**src/rtl/core/lpkv_pkg.sv**
```systemverilog
// ----------------------------------------------------------------------------
// lpkv_pkg
// Shared constants, codes and controller/datapath handshake types for the
// linear probing key/value table.
// ----------------------------------------------------------------------------
package lpkv_pkg;

    localparam int SLOTS      = 64;
    localparam int KEY_BITS   = 64;
    localparam int VALUE_BITS = 32;

    localparam int IDX_W   = $clog2(SLOTS);
    localparam int CUR_W   = IDX_W + 1;
    localparam int ENTRY_W = KEY_BITS + VALUE_BITS;

    localparam int KEY_W      = 64;
    localparam int HOME_W     = 6;
    localparam int DATA_W     = 32;
    localparam int STATUS_W   = 2;
    localparam int IN_TDATA_W = 104;
    localparam int OUT_TDATA_W = 40;
    localparam int OUT_PAD_W  = OUT_TDATA_W - STATUS_W - DATA_W;

    localparam logic [STATUS_W-1:0] STAT_OK   = 2'd0;
    localparam logic [STATUS_W-1:0] STAT_FULL = 2'd1;
    localparam logic [STATUS_W-1:0] STAT_MISS = 2'd2;

    localparam logic OP_INSERT = 1'b0;
    localparam logic OP_READ   = 1'b1;

    typedef struct packed {
        logic                load;
        logic                adv;
        logic                rd;
        logic                wr;
        logic                res_set;
        logic [STATUS_W-1:0] res_status;
        logic                res_hit;
        logic                out_load;
    } lpkv_cmd_t;

    typedef struct packed {
        logic op_read;
        logic in_range;
        logic cur_valid;
        logic cur_end;
        logic key_match;
        logic out_free;
    } lpkv_stat_t;

endpackage

```
**src/rtl/core/lpkv_ctrl.sv**
```systemverilog
// ----------------------------------------------------------------------------
// lpkv_ctrl
// Controller: sequences the home-slot check, insert scan and read probe,
// and hands results to the output register.
// ----------------------------------------------------------------------------
module lpkv_ctrl (
    input  logic                 clk,
    input  logic                 rst_n,
    input  logic                 s_tvalid,
    output logic                 s_tready,
    input  lpkv_pkg::lpkv_stat_t stat,
    output lpkv_pkg::lpkv_cmd_t  cmd
);

    import lpkv_pkg::*;

    localparam logic [2:0] ST_IDLE  = 3'd0;
    localparam logic [2:0] ST_HOME  = 3'd1;
    localparam logic [2:0] ST_KEY   = 3'd2;
    localparam logic [2:0] ST_SCAN  = 3'd3;
    localparam logic [2:0] ST_PROBE = 3'd4;
    localparam logic [2:0] ST_DONE  = 3'd5;

    logic [2:0] state_reg;
    logic [2:0] state_next;

    always_comb
    begin
        state_next = state_reg;
        cmd        = '0;
        s_tready   = 1'b0;
        unique case (state_reg)
            ST_IDLE:
            begin
                s_tready = 1'b1;
                if (s_tvalid)
                begin
                    cmd.load   = 1'b1;
                    state_next = ST_HOME;
                end
            end
            ST_HOME:
            begin
                if (!stat.in_range)
                begin
                    cmd.res_set    = 1'b1;
                    cmd.res_status = stat.op_read ? STAT_MISS : STAT_FULL;
                    state_next     = ST_DONE;
                end
                else if (!stat.op_read)
                begin
                    if (!stat.cur_valid)
                    begin
                        cmd.wr         = 1'b1;
                        cmd.res_set    = 1'b1;
                        cmd.res_status = STAT_OK;
                        state_next     = ST_DONE;
                    end
                    else
                    begin
                        cmd.rd     = 1'b1;
                        state_next = ST_KEY;
                    end
                end
                else if (!stat.cur_valid)
                begin
                    cmd.res_set    = 1'b1;
                    cmd.res_status = STAT_MISS;
                    state_next     = ST_DONE;
                end
                else
                begin
                    state_next = ST_PROBE;
                end
            end
            ST_KEY:
            begin
                if (stat.key_match)
                begin
                    cmd.wr         = 1'b1;
                    cmd.res_set    = 1'b1;
                    cmd.res_status = STAT_OK;
                    state_next     = ST_DONE;
                end
                else
                begin
                    cmd.adv    = 1'b1;
                    state_next = ST_SCAN;
                end
            end
            ST_SCAN:
            begin
                if (stat.cur_end)
                begin
                    cmd.res_set    = 1'b1;
                    cmd.res_status = STAT_FULL;
                    state_next     = ST_DONE;
                end
                else if (!stat.cur_valid)
                begin
                    cmd.wr         = 1'b1;
                    cmd.res_set    = 1'b1;
                    cmd.res_status = STAT_OK;
                    state_next     = ST_DONE;
                end
                else
                begin
                    cmd.adv = 1'b1;
                end
            end
            ST_PROBE:
            begin
                if (stat.key_match)
                begin
                    cmd.res_set    = 1'b1;
                    cmd.res_status = STAT_OK;
                    cmd.res_hit    = 1'b1;
                    state_next     = ST_DONE;
                end
                else if (stat.cur_end)
                begin
                    cmd.res_set    = 1'b1;
                    cmd.res_status = STAT_MISS;
                    state_next     = ST_DONE;
                end
                else
                begin
                    cmd.rd  = 1'b1;
                    cmd.adv = 1'b1;
                end
            end
            ST_DONE:
            begin
                if (stat.out_free)
                begin
                    cmd.out_load = 1'b1;
                    state_next   = ST_IDLE;
                end
            end
            default:
            begin
                state_next = ST_IDLE;
            end
        endcase
    end

    always_ff @(posedge clk or negedge rst_n)
    begin
        if (!rst_n)
        begin
            state_reg <= ST_IDLE;
        end
        else
        begin
            state_reg <= state_next;
        end
    end

endmodule

```
**config.mk**
```make
export PLATFORM = sky130hd
export DESIGN_NAME = lpkv_ctrl
export DESIGN_NICKNAME = d
export VERILOG_FILES = /design/src/rtl/core/lpkv_pkg.sv /design/src/rtl/core/lpkv_ctrl.sv
export SDC_FILE = /design/constraint.sdc
export NUM_CORES = 1
export LEC_CHECK = 0
export BUFFER_PORTS_ARGS = -buffer_cell sky130_fd_sc_hd__buf_2
export CAP_MARGIN = 20
export CELL_PAD_IN_SITES_DETAIL_PLACEMENT = 0
export CELL_PAD_IN_SITES_GLOBAL_PLACEMENT = 2
export CORE_MARGIN = 3
export CORE_UTILIZATION = 19
export CTS_CLUSTER_SIZE = 14
export DETAILED_ROUTE_END_ITERATION = 8
export GPL_ROUTABILITY_DRIVEN = 0
export GPL_TIMING_DRIVEN = 0
export MAX_ROUTING_LAYER = met4
export PLACE_DENSITY = 0.75
export REMOVE_ABC_BUFFERS = 1
export SLEW_MARGIN = 25
export SYNTH_ARGS = -nofsm -noshare
export SYNTH_HDL_FRONTEND = slang
export SYNTH_SLANG_ARGS = --single-unit
```
**constraint.sdc**
```tcl
create_clock -name clk -period 1.56 [get_ports clk]
set_input_delay 0 -clock clk [delete_from_list [all_inputs] [get_ports clk]]
set_output_delay 0 -clock clk [all_outputs]
set_load 0.02 [all_outputs]
```
==> run summary <==
Wire length per cell: 12.45 um
CTS tree: built
WL met2: 686 um
Reg-to-Reg Start: state_reg[1]$_DFFE_PN0P_
Finished Cell Area: 638.1 sq um
Pwr dens: 1649 nW/um^2
Reg clk slew, reported paths: 0.04 ns
DRC: 0
Diode count: 0
Worst-Skew Late Latency: 0.23 ns
Fin. Hold Viols: 0
Most common cell in the netlist: nor2_1
Max-cap violations: 0
Core Footprint: 2022 sq um
Pleak: 0.3020 nW
EDFF count, synth: 0
Effective utilization at floorplan: 0.2067
CTS H-tree lvls: 1
GRT Overall Usage: 0.1194
Root Buffer: clkbuf_4
Slew Limit Headroom: 0.8075
Mapped Cells: 65
Top_reg_cell synth: dfrtp_1
I/O Pins: 19
Share of layout cells above drive strength 1: 0.3913
Clock Tree Buf Depth: 2
Initial antenna violation count: 0
Largest net degree at the start of global routing: 12
Register-to-Register Path Depth: 4
Vias in the first global route: 514
Yosys top cell area share: 0.1796
Slew Limit Fails: 0
DRT antenna net count: 0
Sink Count: 3
Wire length on met1: 697 um
Global-route wire length before repair: 2380 um
Hold Crit Start: s_tvalid
Post-synth top area cell: dfrtp_1
Max FFs per register: 3
Worst Clk Skew: 0.002427 ns
Synth cell types: 27
CTS buffer count: 3
RSZ-0062 raised after global routing: true
Hold Path End: state_reg[0]$_DFFE_PN0P_
Synth top cells by count: 8 x nor2_1, 7 x a21oi_1, 6 x nor3_1, 6 x o21ai_0, 5 x nand2_1
Critical path class: reg2reg
Nets: 102
Least-Margin Pin Slew: 0.2852 ns
Peak VDD IR: 0.5209 mV
Die width: 52.90 um
Worst Hold Class: in2reg
CP Launch Type: flop
Dpl cell area: 509.2 sq um
Syn avg cell area: 6.429 sq um
Async S/R FF share, synth: 1.000
DRT Wirelength: 1482 um
Area Overhead vs Synth: 52.69%
Vias: 572
Crit path DAT: 1.70 ns
Final setup violation count: 0
Flops & latches, synth: 3
Count of buffers from port buffering: 18
Flop2flop setup slack: 0.005 ns
CP required: 1.71 ns
Minimum clock period: 1.555 ns
Synthesis Warnings: 0
Peak fanout along the critical path: 6
Sequential share of the synthesized area: 0.1796
Drt via density: 4.807
Maximum clock frequency: 0.6431 GHz
Gr ovfl total: 0
Max layer used: met3
Post-layout total power: 1.052 mW
Status: finished clean
Synth Cell Area: 417.9 sq um
HPWL after DPL: 898.6 um
Setup WS pre-CTS: -0.2129 ns
Setup WS post-layout: 0.004984 ns
FF-to-FF End: state_reg[2]$_DFFE_PN0P_
Die Span Y: 52.90 um
Drt first pass iters: 4
Worst Setup End Kind: flop
DRT iter0 DRCs: 5
Met3 routed WL: 98 um
Fin cells: 119
Final period util: 0.9968
Hold slack: 0.05392 ns
DIE AREA: 2798 sq um
WHS Path Cells: 3
Row count: 16
Synth area leaders: dfrtp_1 18%, a21oi_1 8.4%, nor3_1 7.2%
Dpl cells: 104
## cells by family after synthesis
group / share of synthesized area
compound gates: 0.3593
buf+inv: 0.1138
flops: 0.1796
mux: 0.02395
simple gates: 0.3234
## layout make-up
type                    instances  area, sq um
inverters                       4        15.01
multi-input cells              52        297.8
well taps                      27        33.78
clock buffers                   4        26.28
repair buffers                 29        183.9
fillers                       233         1384
flip-flops and latches          3        81.33
## worst max path at each step
stage                                     to                      from  depth (start not counted)  slack [ns]
floorplan           state_reg[2]$_DFFE_PN0P_  state_reg[1]$_DFFE_PN0P_                          4       -0.03
global placement    state_reg[2]$_DFFE_PN0P_  state_reg[1]$_DFFE_PN0P_                          4       -0.21
detailed placement  state_reg[2]$_DFFE_PN0P_  state_reg[1]$_DFFE_PN0P_                          4       -0.21
CTS                 state_reg[2]$_DFFE_PN0P_  state_reg[1]$_DFFE_PN0P_                          4       0.008
global route                          cmd[5]  state_reg[1]$_DFFE_PN0P_                          6       -0.04
finish              state_reg[2]$_DFFE_PN0P_  state_reg[1]$_DFFE_PN0P_                          4       0.005
## power breakdown
part	total [mW]	leakage, nW	switching (mW)	internal [mW]
clock	0.137	0.0150	0.0411	0.0959
combinational	0.761	0.254	0.430	0.331
sequential	0.154	0.0333	0.0367	0.117
total	1.05	0.302	0.508	0.544
## metal layers
metal	GRT usage	up-vias
li1	-	294
met1	0.1470	263
met2	0.1901	15
met3	0.03944	0
met4	0.02553	0
met5	-	-
## critical path: stages (launching register included)
cell and delay [ns]:
dfrtp_4 0.50, or4b_1 0.51, a21o_1 0.20, o21ai_2 0.07, mux2i_1 0.19
## repair_timing
action	in CTS	in global routing
hold buffers	1	0
buffers inserted	10	0
endpoints found under the setup margin	9	4
pin swaps	1	0
endpoints found under the hold margin	3	0
resized for setup	5	5
## stage by stage
stage	setup TNS (ns)	utilization
after floorplan	-0.03947	-
after global placement	-0.3766	0.2519
after detailed placement	-0.3988	0.2519
after CTS	0	0.3088
after global routing	-0.1161	0.3156
final	0	0.3156
## layout by cell type, fill, tap and decap left out
cell type and n:
buf_2 16, buf_4 11, nor2_1 7, a21oi_1 7
nor3_1 6, o21ai_0 6, nand2_1 5, inv_1 4
a31oi_1 3, clkbuf_4 3, and2_1 2, dfrtp_2 2
nand2b_1 1, nor2_2 1, a22o_1 1, o22ai_1 1
nand4b_1 1, o32ai_1 1, a32oi_1 1, or3_1 1
o311ai_0 1, or4b_1 1, a21o_1 1, o311ai_1 1
nand4_1 1, and3_1 1, o21ai_2 1, mux2i_1 1
clkbuf_1 1, dlygate4sd3_1 1, buf_6 1, dfrtp_4 1
Note: power is estimated with default switching activity, not from simulation.
